--- config.mk ---
export PLATFORM = sky130hd
export DESIGN_NAME = safety_interlock_monitor_core_flat
export DESIGN_NICKNAME = d
export VERILOG_FILES = /design/src/hdl/sim_pkg.sv /design/src/hdl/sim_if.sv /design/src/hdl/sim_debounce.sv /design/src/hdl/sim_thermal.sv /design/src/hdl/safety_interlock_monitor_core.sv /design/src/flat_wrapper.sv
export SDC_FILE = /design/constraint.sdc
export NUM_CORES = 1
export LEC_CHECK = 0
export BUFFER_PORTS_ARGS = -buffer_cell sky130_fd_sc_hd__buf_2
export CORE_AREA = 2 2 134 266
export CTS_BUF_LIST = sky130_fd_sc_hd__clkbuf_8
export CTS_CLUSTER_DIAMETER = 100
export DETAILED_ROUTE_END_ITERATION = 6
export DIE_AREA = 0 0 136 268
export PLACE_DENSITY = 0.54
export SETUP_SLACK_MARGIN = 0.15
export SLEW_MARGIN = 40
export SYNTH_ARGS = -nofsm -noshare
export SYNTH_HDL_FRONTEND = slang
export SYNTH_SLANG_ARGS = --single-unit
--- constraint.sdc ---
create_clock -name clk_i -period 5.1 [get_ports clk_i]
set_input_delay 0.51 -clock clk_i [delete_from_list [all_inputs] [get_ports clk_i]]
set_output_delay 0.51 -clock clk_i [all_outputs]
set_load 0.02 [all_outputs]
--- src/hdl/sim_pkg.sv ---
// ----------------------------------------------------------------------------
// sim_pkg
// Shared types and constants of the safety interlock monitor.
// ----------------------------------------------------------------------------
`timescale 1ns / 1ps
`default_nettype none

package sim_pkg;

  // debounce counter and threshold width
  localparam int unsigned CntW = 10;
  localparam logic [CntW-1:0] CntMax = '1;

  // temperature sample and hysteresis widths
  localparam int unsigned TempW = 16;
  localparam int unsigned HystW = 15;
  // compare width that holds cutoff minus hysteresis without wrap
  localparam int unsigned CmpW  = TempW + 2;

  // tick timestamp width
  localparam int unsigned TimeW = 32;

  // fault flag bit positions
  localparam int unsigned FlagW       = 3;
  localparam int unsigned FlagStop    = 0;
  localparam int unsigned FlagCover   = 1;
  localparam int unsigned FlagThermal = 2;

  // configuration bus
  localparam int unsigned ApbDataW = 32;
  localparam int unsigned ApbAddrW = 4;

  // register map, word index
  typedef enum logic [1:0] {
    RegEstopTicks = 2'd0,
    RegCoverTicks = 2'd1,
    RegCutoff     = 2'd2,
    RegHysteresis = 2'd3
  } reg_idx_e;

  // reset values of the registers
  localparam logic [CntW-1:0]         EstopTicksRst = CntW'(50);
  localparam logic [CntW-1:0]         CoverTicksRst = CntW'(50);
  localparam logic signed [TempW-1:0] CutoffRst     = TempW'(4000);
  localparam logic [HystW-1:0]        HystRst       = HystW'(160);

  // per-fault status for the current word: state after it and new-fault strobe
  typedef struct packed {
    logic active;
    logic raised;
  } fault_stat_t;

endpackage

`default_nettype wire

--- src/hdl/sim_if.sv ---
// ----------------------------------------------------------------------------
// sim_in_if / sim_out_if
// Valid/ready channels carrying tick words in and status words out.
// ----------------------------------------------------------------------------
`timescale 1ns / 1ps
`default_nettype none

interface sim_in_if;
  logic                              valid;
  logic                              ready;
  logic                              stop_level;
  logic                              cover_level;
  logic signed [sim_pkg::TempW-1:0]  temperature;

  modport source (output valid, output stop_level, output cover_level,
                  output temperature, input ready);
  modport sink   (input valid, input stop_level, input cover_level,
                  input temperature, output ready);
endinterface

interface sim_out_if;
  logic                        valid;
  logic                        ready;
  logic [sim_pkg::FlagW-1:0]   fault_bits;
  logic                        all_ok;
  logic                        shutdown;
  logic [sim_pkg::TimeW-1:0]   fault_time;

  modport source (output valid, output fault_bits, output all_ok,
                  output shutdown, output fault_time, input ready);
  modport sink   (input valid, input fault_bits, input all_ok,
                  input shutdown, input fault_time, output ready);
endinterface

`default_nettype wire

--- src/hdl/sim_debounce.sv ---
// ----------------------------------------------------------------------------
// sim_debounce
// Saturating debounce counter for one active-low switch.
// ----------------------------------------------------------------------------
`timescale 1ns / 1ps
`default_nettype none

module sim_debounce (
  input  wire logic                      clk_i,
  input  wire logic                      rst_ni,
  input  wire logic                      step_i,
  input  wire logic                      level_i,
  input  wire logic [sim_pkg::CntW-1:0]  limit_i,
  output sim_pkg::fault_stat_t           stat_o
);

  logic [sim_pkg::CntW-1:0] count_q, count_d;
  logic                     active_q, active_d;
  logic [sim_pkg::CntW-1:0] count_sat;

  // next counter and fault state for the word in flight
  always_comb begin
    count_sat     = (count_q == sim_pkg::CntMax) ? count_q : count_q + 1'b1;
    stat_o.raised = 1'b0;
    if (!level_i) begin
      count_d       = count_sat;
      stat_o.raised = (count_sat >= limit_i) && !active_q;
      active_d      = active_q || (count_sat >= limit_i);
    end else begin
      count_d  = '0;
      active_d = 1'b0;
    end
    stat_o.active = active_d;
  end

  // state advances once per processed word
  always_ff @(posedge clk_i or negedge rst_ni) begin
    if (!rst_ni) begin
      count_q  <= '0;
      active_q <= 1'b0;
    end else if (step_i) begin
      count_q  <= count_d;
      active_q <= active_d;
    end
  end

endmodule

`default_nettype wire

--- src/hdl/sim_thermal.sv ---
// ----------------------------------------------------------------------------
// sim_thermal
// Thermal cutoff with hysteresis: set at or above cutoff, clear below
// cutoff minus hysteresis.
// ----------------------------------------------------------------------------
`timescale 1ns / 1ps
`default_nettype none

module sim_thermal (
  input  wire logic                              clk_i,
  input  wire logic                              rst_ni,
  input  wire logic                              step_i,
  input  wire logic signed [sim_pkg::TempW-1:0]  temp_i,
  input  wire logic signed [sim_pkg::TempW-1:0]  cutoff_i,
  input  wire logic [sim_pkg::HystW-1:0]         hyst_i,
  output sim_pkg::fault_stat_t                   stat_o
);

  logic                              active_q, active_d;
  logic signed [sim_pkg::CmpW-1:0]   clear_below;
  logic                              hot, cold;

  // clear threshold in a wider signed range so it never wraps
  assign clear_below = sim_pkg::CmpW'(cutoff_i)
                     - $signed({{(sim_pkg::CmpW-sim_pkg::HystW){1'b0}}, hyst_i});
  assign hot  = temp_i >= cutoff_i;
  assign cold = sim_pkg::CmpW'(temp_i) < clear_below;

  always_comb begin
    priority if (hot) begin
      active_d = 1'b1;
    end else if (cold) begin
      active_d = 1'b0;
    end else begin
      active_d = active_q;
    end
    stat_o.active = active_d;
    stat_o.raised = hot && !active_q;
  end

  always_ff @(posedge clk_i or negedge rst_ni) begin
    if (!rst_ni) begin
      active_q <= 1'b0;
    end else if (step_i) begin
      active_q <= active_d;
    end
  end

endmodule

`default_nettype wire

--- src/hdl/safety_interlock_monitor_core.sv ---
// ----------------------------------------------------------------------------
// safety_interlock_monitor_core
// Debounced e-stop and cover interlock with thermal hysteresis and a
// latched shutdown request, fed one word per monitoring tick.
// ----------------------------------------------------------------------------
// Every input word is one monitoring tick and yields exactly one status word.
// A word is captured in an input register and processed once the output
// register is free or being read, where the debounce counters, thermal state,
// tick counter and fault timestamp update and the result is loaded into the
// output register. One word can be accepted every cycle while the output
// side does not stall. The input side keeps accepting while a result waits
// in the output register; it stalls only when both stages are full.
// Registers are written over the APB port and should only change while no
// word is in flight. The shutdown request stays latched until reset.
`timescale 1ns / 1ps
`default_nettype none

module safety_interlock_monitor_core (
  input  wire logic                           clk_i,
  input  wire logic                           rst_ni,
  sim_in_if.sink                              in_i,
  sim_out_if.source                           out_o,
  input  wire logic                           psel,
  input  wire logic                           penable,
  input  wire logic                           pwrite,
  input  wire logic [sim_pkg::ApbAddrW-1:0]   paddr,
  input  wire logic [sim_pkg::ApbDataW-1:0]   pwdata,
  output logic      [sim_pkg::ApbDataW-1:0]   prdata,
  output logic                                pready
);

  // configuration registers
  logic [sim_pkg::CntW-1:0]          estop_ticks_q;
  logic [sim_pkg::CntW-1:0]          cover_ticks_q;
  logic signed [sim_pkg::TempW-1:0]  cutoff_q;
  logic [sim_pkg::HystW-1:0]         hyst_q;
  sim_pkg::reg_idx_e                 reg_idx;
  logic                              cfg_wr;

  assign pready  = 1'b1;
  assign reg_idx = sim_pkg::reg_idx_e'(paddr[sim_pkg::ApbAddrW-1:2]);
  assign cfg_wr  = psel && penable && pwrite;

  always_ff @(posedge clk_i or negedge rst_ni) begin
    if (!rst_ni) begin
      estop_ticks_q <= sim_pkg::EstopTicksRst;
      cover_ticks_q <= sim_pkg::CoverTicksRst;
      cutoff_q      <= sim_pkg::CutoffRst;
      hyst_q        <= sim_pkg::HystRst;
    end else if (cfg_wr) begin
      unique case (reg_idx)
        sim_pkg::RegEstopTicks: estop_ticks_q <= pwdata[sim_pkg::CntW-1:0];
        sim_pkg::RegCoverTicks: cover_ticks_q <= pwdata[sim_pkg::CntW-1:0];
        sim_pkg::RegCutoff:     cutoff_q      <= $signed(pwdata[sim_pkg::TempW-1:0]);
        sim_pkg::RegHysteresis: hyst_q        <= pwdata[sim_pkg::HystW-1:0];
        default:                ;
      endcase
    end
  end

  // register readback
  always_comb begin
    unique case (reg_idx)
      sim_pkg::RegEstopTicks: prdata = sim_pkg::ApbDataW'(estop_ticks_q);
      sim_pkg::RegCoverTicks: prdata = sim_pkg::ApbDataW'(cover_ticks_q);
      sim_pkg::RegCutoff:     prdata = sim_pkg::ApbDataW'($unsigned(cutoff_q));
      sim_pkg::RegHysteresis: prdata = sim_pkg::ApbDataW'(hyst_q);
      default:                prdata = '0;
    endcase
  end

  // input register
  logic                              s1_valid_q;
  logic                              s1_stop_q;
  logic                              s1_cover_q;
  logic signed [sim_pkg::TempW-1:0]  s1_temp_q;
  logic                              adv;
  logic                              in_acc;

  assign adv        = s1_valid_q && (!out_o.valid || out_o.ready);
  assign in_i.ready = !s1_valid_q || adv;
  assign in_acc     = in_i.valid && in_i.ready;

  always_ff @(posedge clk_i or negedge rst_ni) begin
    if (!rst_ni) begin
      s1_valid_q <= 1'b0;
    end else if (in_acc) begin
      s1_valid_q <= 1'b1;
    end else if (adv) begin
      s1_valid_q <= 1'b0;
    end
  end

  always_ff @(posedge clk_i) begin
    if (in_acc) begin
      s1_stop_q  <= in_i.stop_level;
      s1_cover_q <= in_i.cover_level;
      s1_temp_q  <= in_i.temperature;
    end
  end

  // fault detectors
  sim_pkg::fault_stat_t stop_stat, cover_stat, therm_stat;

  sim_debounce u_stop (
    .clk_i   (clk_i),
    .rst_ni  (rst_ni),
    .step_i  (adv),
    .level_i (s1_stop_q),
    .limit_i (estop_ticks_q),
    .stat_o  (stop_stat)
  );

  sim_debounce u_cover (
    .clk_i   (clk_i),
    .rst_ni  (rst_ni),
    .step_i  (adv),
    .level_i (s1_cover_q),
    .limit_i (cover_ticks_q),
    .stat_o  (cover_stat)
  );

  sim_thermal u_thermal (
    .clk_i    (clk_i),
    .rst_ni   (rst_ni),
    .step_i   (adv),
    .temp_i   (s1_temp_q),
    .cutoff_i (cutoff_q),
    .hyst_i   (hyst_q),
    .stat_o   (therm_stat)
  );

  // tick counter, timestamp and shutdown latch
  logic [sim_pkg::TimeW-1:0]  tick_q;
  logic [sim_pkg::TimeW-1:0]  fault_time_q, fault_time_d;
  logic                       shutdown_q, shutdown_d;
  logic                       raised;
  logic [sim_pkg::FlagW-1:0]  flags_d;

  assign raised       = stop_stat.raised || cover_stat.raised || therm_stat.raised;
  assign fault_time_d = raised ? tick_q : fault_time_q;
  assign shutdown_d   = shutdown_q || raised;

  always_comb begin
    flags_d                       = '0;
    flags_d[sim_pkg::FlagStop]    = stop_stat.active;
    flags_d[sim_pkg::FlagCover]   = cover_stat.active;
    flags_d[sim_pkg::FlagThermal] = therm_stat.active;
  end

  always_ff @(posedge clk_i or negedge rst_ni) begin
    if (!rst_ni) begin
      tick_q       <= '0;
      fault_time_q <= '0;
      shutdown_q   <= 1'b0;
    end else if (adv) begin
      tick_q       <= tick_q + 1'b1;
      fault_time_q <= fault_time_d;
      shutdown_q   <= shutdown_d;
    end
  end

  // output register
  logic                       out_valid_q;
  logic [sim_pkg::FlagW-1:0]  out_flags_q;
  logic                       out_ok_q;
  logic                       out_shut_q;
  logic [sim_pkg::TimeW-1:0]  out_time_q;

  always_ff @(posedge clk_i or negedge rst_ni) begin
    if (!rst_ni) begin
      out_valid_q <= 1'b0;
    end else if (adv) begin
      out_valid_q <= 1'b1;
    end else if (out_o.ready) begin
      out_valid_q <= 1'b0;
    end
  end

  always_ff @(posedge clk_i) begin
    if (adv) begin
      out_flags_q <= flags_d;
      out_ok_q    <= (flags_d == '0);
      out_shut_q  <= shutdown_d;
      out_time_q  <= fault_time_d;
    end
  end

  assign out_o.valid       = out_valid_q;
  assign out_o.fault_bits  = out_flags_q;
  assign out_o.all_ok      = out_ok_q;
  assign out_o.shutdown    = out_shut_q;
  assign out_o.fault_time  = out_time_q;

  // shutdown latch never drops outside reset
  a_shutdown_sticky: assert property (@(posedge clk_i) disable iff (!rst_ni)
    shutdown_q |=> shutdown_q)
    else $error("shutdown latch cleared");

  // tick counter advances by one per processed word
  a_tick_step: assert property (@(posedge clk_i) disable iff (!rst_ni)
    adv |=> tick_q == $past(tick_q) + 1'b1)
    else $error("tick counter step wrong");

  // any reported fault implies the shutdown request
  a_fault_shutdown: assert property (@(posedge clk_i) disable iff (!rst_ni)
    (out_valid_q && out_flags_q != '0) |-> out_shut_q)
    else $error("fault reported without shutdown");

  // all-ok agrees with the flags
  a_all_ok: assert property (@(posedge clk_i) disable iff (!rst_ni)
    out_valid_q |-> (out_ok_q == (out_flags_q == '0)))
    else $error("all_ok inconsistent with fault flags");

endmodule

`default_nettype wire

--- src/flat_wrapper.sv ---
// flat-port wrapper written by rule: the top's interface ports become plain ports
module safety_interlock_monitor_core_flat 
  (clk_i, rst_ni, psel, penable, pwrite, paddr, pwdata, prdata, pready, in_i_valid, in_i_stop_level, in_i_cover_level, in_i_temperature, in_i_ready, out_o_valid, out_o_fault_bits, out_o_all_ok, out_o_shutdown, out_o_fault_time, out_o_ready);
  sim_in_if in_i_i ();
  sim_out_if out_o_i ();
  input  wire logic clk_i;
  input  wire logic rst_ni;
  input  wire logic psel;
  input  wire logic penable;
  input  wire logic pwrite;
  input  wire logic [sim_pkg::ApbAddrW-1:0] paddr;
  input  wire logic [sim_pkg::ApbDataW-1:0] pwdata;
  output logic      [sim_pkg::ApbDataW-1:0] prdata;
  output logic pready;
  input wire logic [$bits(in_i_i.valid)-1:0] in_i_valid;
  input wire logic [$bits(in_i_i.stop_level)-1:0] in_i_stop_level;
  input wire logic [$bits(in_i_i.cover_level)-1:0] in_i_cover_level;
  input wire logic [$bits(in_i_i.temperature)-1:0] in_i_temperature;
  output wire logic [$bits(in_i_i.ready)-1:0] in_i_ready;
  output wire logic [$bits(out_o_i.valid)-1:0] out_o_valid;
  output wire logic [$bits(out_o_i.fault_bits)-1:0] out_o_fault_bits;
  output wire logic [$bits(out_o_i.all_ok)-1:0] out_o_all_ok;
  output wire logic [$bits(out_o_i.shutdown)-1:0] out_o_shutdown;
  output wire logic [$bits(out_o_i.fault_time)-1:0] out_o_fault_time;
  input wire logic [$bits(out_o_i.ready)-1:0] out_o_ready;
  assign in_i_i.valid = in_i_valid;
  assign in_i_i.stop_level = in_i_stop_level;
  assign in_i_i.cover_level = in_i_cover_level;
  assign in_i_i.temperature = in_i_temperature;
  assign in_i_ready = in_i_i.ready;
  assign out_o_valid = out_o_i.valid;
  assign out_o_fault_bits = out_o_i.fault_bits;
  assign out_o_all_ok = out_o_i.all_ok;
  assign out_o_shutdown = out_o_i.shutdown;
  assign out_o_fault_time = out_o_i.fault_time;
  assign out_o_i.ready = out_o_ready;
  safety_interlock_monitor_core u_core (.clk_i(clk_i), .rst_ni(rst_ni), .in_i(in_i_i), .out_o(out_o_i), .psel(psel), .penable(penable), .pwrite(pwrite), .paddr(paddr), .pwdata(pwdata), .prdata(prdata), .pready(pready));
endmodule
# [Word-level counts from Yosys, hierarchy flattened]
# Cells that the tools add are included.
[classes] add_sub_neg=4 n_lt_le_gt_ge=4 eq_ne=5 mux=16 reduce_logical=27
[op_table] operator="$pmux W32 S4" count=1
[op_table] operator="$mux W10" count=4
[op_table] operator="$add A32 B1 Y32 const B" count=1
[op_table] operator="$mux W32" count=1
[op_table] operator="$add A10 B1 Y10 const B" count=2
[op_table] operator="$eq A10 B10 Y1 const B" count=2
[op_table] operator="$ge A10 B10 Y1" count=2
[op_table] operator="$lt A16 B17 Y1" count=1
[op_table] operator="$sub A16 B16 Y17" count=1
[op_table] operator="$ge A16 B16 Y1" count=1
[op_table] operator="$mux W1" count=10
[op_table] operator="$reduce_and A2 Y1" count=4
[op_table] operator="$logic_and A1 B1 Y1" count=7
[op_table] operator="$logic_or A1 B1 Y1" count=7
[op_table] operator="$logic_not A1 Y1" count=5
[op_table] operator="$eq A2 B2 Y1 const B" count=2
[op_table] operator="$reduce_bool A2 Y1" count=2
[op_table] operator="$logic_not A3 Y1" count=1
[op_table] operator="$eq A2 B1 Y1 const B" count=1
[op_table] operator="$logic_not A2 Y1" count=1
[word_totals] regBits=196 in_bits=61 output_inout_bits=72 wordCells=77

# [Logic depth before layout (Yosys ltp)]
# Gate-level depths: netlist (run 1).
[logic_depth] depth_word=8 depth_mapped=17 depth_no_buf=17

# [Modules after synthesis]
# Synthesis (run 1) repeated with hierarchy kept, for this count alone.
[hier_totals] cells_unflattened=966 area_unflattened_um2=11074.4
[by_module_without_submodules] module="safety_interlock_monitor_core" n_inst=1 cells_each=471 area_per_inst_um2=7262.0 seq_area_each_um2=4621.9
[by_module_without_submodules] module="sim_debounce" n_inst=2 cells_each=135 area_per_inst_um2=1056.0 seq_area_each_um2=275.3
[by_module_without_submodules] module="sim_thermal" n_inst=1 cells_each=225 area_per_inst_um2=1700.4 seq_area_each_um2=25.0

# [Least setup slack after synthesis (run 1)]
# OpenSTA, ideal clock, no wires.
[synth_path] path_type="register to register" from="reg u_core.hyst_q[0] (netlist bit)" to="reg u_core.u_thermal.active_q" setup_time_ns=0.134 arrival_ns=3.644 required_time_ns=4.966 path_slack_ns=1.323 stages_incl_launch_ff=17 n_path_buf=0 period_less_slack_ns=3.777 path_cell_list="dfrtp_1 > ha_1 > fa_1 > nor2b_1 > o21a_1 > o21ai_0 > a211oi_1 > o21ai_0 > o21a_1 > xor2_1 > ha_1 > a21o_1 > a2111oi_0 > a21oi_1 > a2111o_1 > o21ai_0 > o21ai_0"
[synth_between] elab_chain_len=4
[synth_lines] item="from (decl)" line="safety_interlock_monitor_core.sv:36" text="logic [sim_pkg::HystW-1:0] hyst_q;"
[synth_lines] item="from (signal assigned)" line="safety_interlock_monitor_core.sv:49" text="hyst_q <= sim_pkg::HystRst;"
[synth_lines] item="from (signal assigned)" line="safety_interlock_monitor_core.sv:55" text="sim_pkg::RegHysteresis: hyst_q <= pwdata[sim_pkg::HystW-1:0];"
[synth_lines] item="$sub A16 B16 Y17" line="sim_thermal.sv:25" text="- $signed({{(sim_pkg::CmpW-sim_pkg::HystW){1'b0}}, hyst_i});"
[synth_lines] item="$lt A16 B17 Y1" line="sim_thermal.sv:27" text="assign cold = sim_pkg::CmpW'(temp_i) < clear_below;"
[synth_lines] item="$mux W1" line="sim_thermal.sv:32" text="end else if (cold) begin"
[synth_lines] item="$mux W1" line="sim_thermal.sv:30" text="priority if (hot) begin"
[synth_lines] item="to (signal assigned)" line="sim_thermal.sv:45" text="active_q <= active_d;"
[synth_lines] item="to (decl)" line="sim_thermal.sv:19" text="logic active_q, active_d;"
# Every way passes these cells.
# A chain may end at the register's enable or synchronous reset.

# [Worst setup path in the final report (run 1)]
[layout_path] from="reg u_core.cutoff_q[0] (netlist bit)" to="reg u_core.out_ok_q, in the netlist u_core.out_o.all_ok, data pin"
[layout_between] elab_chain_len=5 elab_cells_between_ends=6 cone_classes="add/sub: 1; order compare: 2; mux: 2; reduce/logical: 1"
[layout_lines] item="from (decl)" line="safety_interlock_monitor_core.sv:35" text="logic signed [sim_pkg::TempW-1:0] cutoff_q;"
[layout_lines] item="from (signal assigned)" line="safety_interlock_monitor_core.sv:48" text="cutoff_q <= sim_pkg::CutoffRst;"
[layout_lines] item="from (signal assigned)" line="safety_interlock_monitor_core.sv:54" text="sim_pkg::RegCutoff: cutoff_q <= $signed(pwdata[sim_pkg::TempW-1:0]);"
[layout_lines] item="$sub A16 B16 Y17" line="sim_thermal.sv:25"
[layout_lines] item="$lt A16 B17 Y1" line="sim_thermal.sv:27"
[layout_lines] item="$mux W1" line="sim_thermal.sv:32"
[layout_lines] item="$mux W1 (*)" line="sim_thermal.sv:30"
[layout_lines] item="named net u_core.u_thermal.active_d" line="sim_thermal.sv:19"
[layout_lines] item="$logic_not A3 Y1 (*)" line="safety_interlock_monitor_core.sv:183" text="out_ok_q <= (flags_d == '0);"
[layout_lines] item="to (signal assigned)" line="safety_interlock_monitor_core.sv:183"
[layout_lines] item="to (decl)" line="safety_interlock_monitor_core.sv:166" text="logic out_ok_q;"
# Mark *: on every way through the listed nets, which the timed path passes. The rest lies on a longest branch.

==> impl_metrics.ini, run 1 <==
[critical_path]
slowest_stage = a2111oi_0
cpMostUsedCell = o21ai_0
reg2reg_from = u_core.cutoff_q[0]
cp_slowest_stage_delay_ns = 0.69
reg2regPathDepth = 17
startpoint_type = flip-flop
r2r_slack_ns = 0.74
path_depth = 17
path_max_fanout = 3
crit_arrival_ns = 4.71
cp_top_family = compound AO/OA/AOI/OAI gates
crit_chain = inv_1, ha_1, fa_1, nor2b_1, o21a_1, o21ai_0, a211oi_1, o21ai_0, o21a_1, xor2_1, ha_1, a21o_1, a2111oi_0, a221oi_1, o21ai_0, nand2_1, nor3_1
critPathLaunch = u_core.cutoff_q[0]
regToRegEndpoint = u_core.out_o.all_ok
end_kind = flip-flop
cp_data_required_time_ns = 5.45
crit_buf_inv = 1
crit_path_end = u_core.out_o.all_ok
crit_type = flip-flop to flip-flop

[yosys]
ys_warn_count = 0
synth_cell_types = 67
ys_seq_area_frac = 0.496
async_flop_share = 0.719
synth-main-ff-cell = dfrtp_1
ys_ff_latch = 196
synth.cell_area_sq_mm = 0.0105
synth_edf_count = 55
synth_area_per_cell_sq_um = 11.4
syn_inst = 918

[cts]
clk_pin_slew_ns = 0.11
cts_setup_buffers = 0
cts_tree = done
cts-htree-levels = 4
cts_buffer_depth = 2
clkLatencyLatePin_ns = 0.51
cts_made_buffers = 17
clockRootBuffer = clkbuf_8
clkSinkCount = 196

[placed_design]
dp_slack_ns = 0.749
dp_cells = 1432
portBuffers = 97
hpwl_mm = 18.9
place.gp.congestion = 0.830

[grt]
grt_pass1_vias = 7324
grt_use_total = 0.146
grt_pass1_wl_mm = 40.0
grt-ovfl-total = 0
grt_max_degree = 100
antenna_found_initial = 1

[die]
die_h_microns = 268
start_util = 0.305
io_pins = 133
dieArea_sq_mm = 0.0364
core-area_sq_mm = 0.0344
row_count = 96
fp.dieW_microns = 136

[power]
p_per_area_mw_per_mm2 = 401
cellLeakagePower_nw = 5.32
irDropWorstVdd_uv = 197

[sta]
worst_pin_slew_ns = 0.761
layout_min_cycle_time_ns = 4.36
setup_viol = 0
hold_violations = 0
skew_ns = 0.0161
period_share = 0.854
rsz0062_at_grt = false
fin_tns_setup_ns = 0
slew_viol_final = 0
slew_headroom = 0.479
fmax_ghz = 0.230
fin_ws_ns = 0.744

[detailed_routing]
drt_wl_total_mm = 25.6
wl_per_cell_microns = 17.5
first_pass_iters = 4
postRouteAntennaNets = 0
vias = 7011
drt-initial-drc-count = 201
route.detailed.drc = 0
via_per_inst = 4.78

[layout]
multi_input_area_sq_mm = 0.00486
num-fill-cells = 3579
syn_to_final_growth_pct = 13.0
seqCellArea_sq_mm = 0.00520
final_cells = 1468
drive_gt1_frac = 0.255
nNetsFinal = 1144

[worst_hold_path]
min_path_type = primary input to flip-flop
hold_depth = 1

[job]
maxCapViolCount = 0

[run_status]
status = finished clean
[flip-flops by register name, indices dropped and copies added, names as in the netlist, 3 cells and up]
signal                   flops
u_core.hyst_q               15
u_core.out_o.fault_bits      3
u_core.cutoff_q             16
u_core.out_o.fault_time     32
u_core.u_cover.count_q      10
u_core.u_stop.count_q       10
u_core.tick_q               32
u_core.cover_ticks_q        10
u_core.fault_time_q         32
u_core.s1_temp_q            16
u_core.estop_ticks_q        10
[how the worst min path moves through the flow]
| stage | startpoint | end |
|---|---|---|
| finish | in_i_temperature[15] | u_core.s1_temp_q[15] |
| CTS | rst_ni | u_core.u_stop.count_q[5] |
| global route | in_i_temperature[13] | u_core.s1_temp_q[13] |
| floorplan | rst_ni | u_core.cover_ticks_q[0] |
| global placement | u_core.shutdown_q | u_core.shutdown_q |
| detailed placement | u_core.shutdown_q | u_core.shutdown_q |
[per-layer routing]
layer  track usage  up-vias  part of all wire  wire (microns)
met3        0.0255       29             0.028             729
met2         0.305      111              0.60           15400
met5             0        -                 0               0
li1              -     3399                 -               -
met4        0.0532        0             0.022             563
met1         0.135     3472              0.35            8900
[layout by cell type, fill, tap and decap left out, types with 4 or more instances in the layout]
cell and instances:
ha_1 70, clkbuf_8 17, mux2_2 63, conb_1 17, nand4_1 14, a21oi_1 32
a211oi_1 4, mux4_2 10, buf_2 96, or3_1 4, o21a_1 8, xor2_1 18
xnor2_1 36, a22o_1 8, inv_1 57, inv_6 4, and3_1 15, nand3_1 24
dfstp_2 14, buf_4 8, mux2_4 16, nand2_1 82, dfrtp_1 127, nand2b_1 9
mux2i_1 8, a31oi_1 4, a21o_1 11, o21ai_0 63, nor2b_1 10, edfxtp_1 55
nor2_1 46, nor3_1 14
[worst register-to-register path: stages (launching register included)]
cell	delay, ns
dfrtp_1	0.39
inv_1	0.07
ha_1	0.21
fa_1	0.41
nor2b_1	0.14
o21a_1	0.16
o21ai_0	0.13
a211oi_1	0.29
o21ai_0	0.22
o21a_1	0.25
xor2_1	0.15
ha_1	0.29
a21o_1	0.18
a2111oi_0	0.69
a221oi_1	0.18
o21ai_0	0.14
nand2_1	0.13
nor3_1	0.19
[per-stage QoR]
stage / utilization / hold WS, ns / instance area, sq um / power [W]
after detailed placement: 0.331 / 0.451 / 11400 / 0.00371
after floorplan: - / 0.214 / 10500 / 0.00325
final: 0.345 / 0.167 / 11900 / 0.00476
after global routing: 0.345 / 0.132 / 11900 / 0.00509
after CTS: 0.344 / 0.0400 / 11800 / 0.00485
after global placement: 0.331 / 0.445 / 11400 / 0.00367
[Yosys cell counts, types with 2 or more instances]
cell type	count	share of area
edfxtp_1	55	0.16
and4_1	2	0.0017
o211ai_2	2	0.0024
a21o_1	11	0.0079
dfrtp_1	127	0.30
nor2_1	47	0.017
buf_4	17	0.012
nor2b_1	10	0.0060
nand2b_1	9	0.0054
inv_1	57	0.020
a211oi_1	4	0.0029
mux2_2	63	0.068
o211ai_1	3	0.0021
and3_1	15	0.0089
dfstp_2	14	0.035
mux2_4	16	0.023
mux4_2	10	0.021
clkbuf_1	17	0.0061
o21a_1	8	0.0057
nor3_1	15	0.0072
buf_1	5	0.0018
xor2_1	18	0.015
o21ai_0	63	0.030
buf_2	2	0.00095
ha_1	70	0.084
a211o_1	2	0.0017
a31oi_1	4	0.0024
o2111ai_1	2	0.0017
nand4_1	14	0.0084
nand3_1	24	0.011
mux2i_1	8	0.0076
a21oi_1	32	0.015
a2111oi_0	2	0.0017
nor3b_1	3	0.0021
xnor2_1	36	0.030
nand2_1	82	0.029
a22o_1	8	0.0067
or2_2	3	0.0018
buf_6	6	0.0064
conb_1	2	0.00072
or3_1	4	0.0024
[timing repair]
| item | in CTS | in global routing |
|---|---|---|
| endpoints found under the hold margin | 0 | 29 |
| resized for setup | 0 | 0 |
| hold buffers | 0 | 1 |
[power breakdown]
part | internal, W | total, W | switching (W)
Combinational | 0.000689 | 0.00161 | 0.000921
Clock | 0.000460 | 0.00110 | 0.000640
Sequential | 0.00187 | 0.00205 | 0.000179
Total | 0.00302 | 0.00476 | 0.00174
[logic make-up (layout without fill, tap and decap cells)]
logic type / after synthesis / count (layout) / synth area share
XOR/XNOR: 54 / 54 / 0.0451
AND/OR/NAND/NOR: 236 / 236 / 0.108
AO/OA/AOI/OAI: 157 / 157 / 0.0972
flip-flops: 196 / 196 / 0.496
buffers and inverters: 105 / 197 / 0.0482
adder cells (fa/ha/maj): 71 / 71 / 0.0854
multiplexers: 97 / 97 / 0.120
other: 2 / 19 / 0.000716
[layout make-up]
class,count,area share
multi-input cells,632,0.410
inverters,58,0.0186
well taps,441,0.0465
clock buffers,17,0.0197
diodes,2,0.000422
flip-flops and latches,196,0.438
repair buffers,107,0.0500
clock inverters,15,0.0161
(Power assumes the default switching activity.)
==> run 2: changes to the inputs <==
==> constraint.sdc (replaced) <==
create_clock -name clk_i -period 5.15 [get_ports clk_i]
set_input_delay 0.515 -clock clk_i [delete_from_list [all_inputs] [get_ports clk_i]]
set_output_delay 0.515 -clock clk_i [all_outputs]
set_load 0.02 [all_outputs]
==> impl_metrics.ini, run 2 (synthesis gave the netlist of run 1 again) <==
[critical_path]
crit_arrival_ns = 4.74
reg2reg_from = u_core.cutoff_q[0]
cp_slowest_stage_delay_ns = 0.66
path_max_fanout = 3
crit_chain = inv_1, ha_1, fa_1, nor2b_1, o21a_1, o21ai_0, a211oi_1, o21ai_0, o21a_1, xor2_1, ha_1, a21o_1, a2111oi_0, a21oi_1, a2111o_1, o21ai_0, o21ai_0
cp_data_required_time_ns = 5.52
cp_top_family = compound AO/OA/AOI/OAI gates
slowest_stage = a2111oi_0
startpoint_type = flip-flop
r2r_slack_ns = 0.78
crit_type = flip-flop to flip-flop
crit_buf_inv = 1
reg2regPathDepth = 17
cpMostUsedCell = o21ai_0
regToRegEndpoint = u_core.u_thermal.active_q
end_kind = flip-flop

[layout]
final_cell_mix = 127 x dfrtp_1, 96 x buf_2, 82 x nand2_1, 70 x ha_1
syn_to_final_growth_pct = 12.1
num-fill-cells = 3530
nNetsFinal = 1144
fin_util = 0.342
multi_input_area_sq_mm = 0.00486
drive_gt1_frac = 0.252
layout_commonest_cell = dfrtp_1
stdcell_area_sq_mm = 0.0118
seqCellArea_sq_mm = 0.00520
final_cells = 1467

[die]
dieArea_sq_mm = 0.0364
io_pins = 133
row_count = 96
core-area_sq_mm = 0.0344
die_h_microns = 268
fp.dieW_microns = 136
start_util = 0.305

[sta]
hold_violations = 0
setup_viol = 0
fin_tns_setup_ns = 0
slew_headroom = 0.510
slew_viol_final = 0
skew_ns = 0.0145
worst_pin_slew_ns = 0.716
layout_min_cycle_time_ns = 4.37
fmax_ghz = 0.229
period_share = 0.849
rsz0062_at_grt = false

[cts]
cts_tree = done
ctsResizeCount = 0
clkLatencyLatePin_ns = 0.49
cts_setup_buffers = 0
clk_pin_slew_ns = 0.11
clockRootBuffer = clkbuf_8
cts_buffer_depth = 2
clkSinkCount = 196
cts-htree-levels = 4
cts_made_buffers = 17
hold_buffers = 1

[detailed_routing]
drt-initial-drc-count = 194
first_pass_iters = 4
postRouteAntennaNets = 0
vias = 6955
drt_wl_total_mm = 25.6
via_per_inst = 4.74
wl_per_cell_microns = 17.4
route.detailed.drc = 0

[placed_design]
dp_cells = 1433
place.gp.congestion = 0.826
hpwl_mm = 19.0
post_dp_cell_area_sq_mm = 0.0114
portBuffers = 97

[job]
maxCapViolCount = 0

[grt]
grt_pass1_vias = 7383
antenna_found_initial = 1
grt_pass1_wl_mm = 40.1
grt-ovfl-total = 0
grt_max_degree = 55
grt_use_total = 0.147

[worst_hold_path]
whs_endpoint = u_core.s1_temp_q[12]
hp-start = in_i_temperature[12]
min_path_type = primary input to flip-flop
hold_depth = 1

[run_status]
status = finished clean

[power]
p_per_area_mw_per_mm2 = 387
cellLeakagePower_nw = 5.29
irDropWorstVdd_uv = 193
==> run 2: per-stage QoR <==
step	hold WS (ns)	power (W)	worst slack [ns]
2_1_floorplan	0.219	0.00322	1.37
3_3_place_gp	0.445	0.00364	0.858
3_5_place_dp	0.455	0.00367	0.769
4_1_cts	0.136	0.00464	0.747
5_1_grt	0.142	0.00489	0.400
6_report	0.188	0.00455	0.776
==> run 2: worst max-delay path by stage <==
stage / depth (start not counted) / slack, ns / startpoint / to
after global placement: 17 / 0.86 / u_core.cutoff_q[0] / u_core.u_thermal.active_q
after floorplan: 16 / 1.37 / u_core.hyst_q[0] / u_core.u_thermal.active_q
after detailed placement: 17 / 0.77 / u_core.cutoff_q[0] / u_core.u_thermal.active_q
final: 17 / 0.78 / u_core.cutoff_q[0] / u_core.u_thermal.active_q
after global routing: 17 / 0.40 / u_core.cutoff_q[0] / u_core.out_o.all_ok
after CTS: 17 / 0.75 / u_core.cutoff_q[0] / u_core.u_thermal.active_q
==> run 2: power breakdown <==
part | internal [W] | switching, W | total, W
Sequential | 0.00185 | 0.000178 | 0.00203
Clock | 0.000360 | 0.000575 | 0.000935
Combinational | 0.000679 | 0.000910 | 0.00159
Total | 0.00289 | 0.00166 | 0.00455
==> run 2: final cells by class <==
| type | instances | area share |
|---|---|---|
| Sequential cell | 196 | 0.442 |
| Multi-Input combinational cell | 632 | 0.414 |
| Timing Repair Buffer | 107 | 0.0484 |
| Tap cell | 441 | 0.0469 |
| Clock buffer | 19 | 0.0223 |
| Inverter | 58 | 0.0187 |
| Clock inverter | 13 | 0.00756 |
| Antenna cell | 1 | 0.000213 |
==> run 2: per-layer routing <==
layer	vias up	global-route usage	part of all wire
met5	-	0	0
met4	0	0.0631	0.032
met3	32	0.0241	0.027
met2	125	0.295	0.59
met1	3394	0.142	0.36
li1	3404	-	-
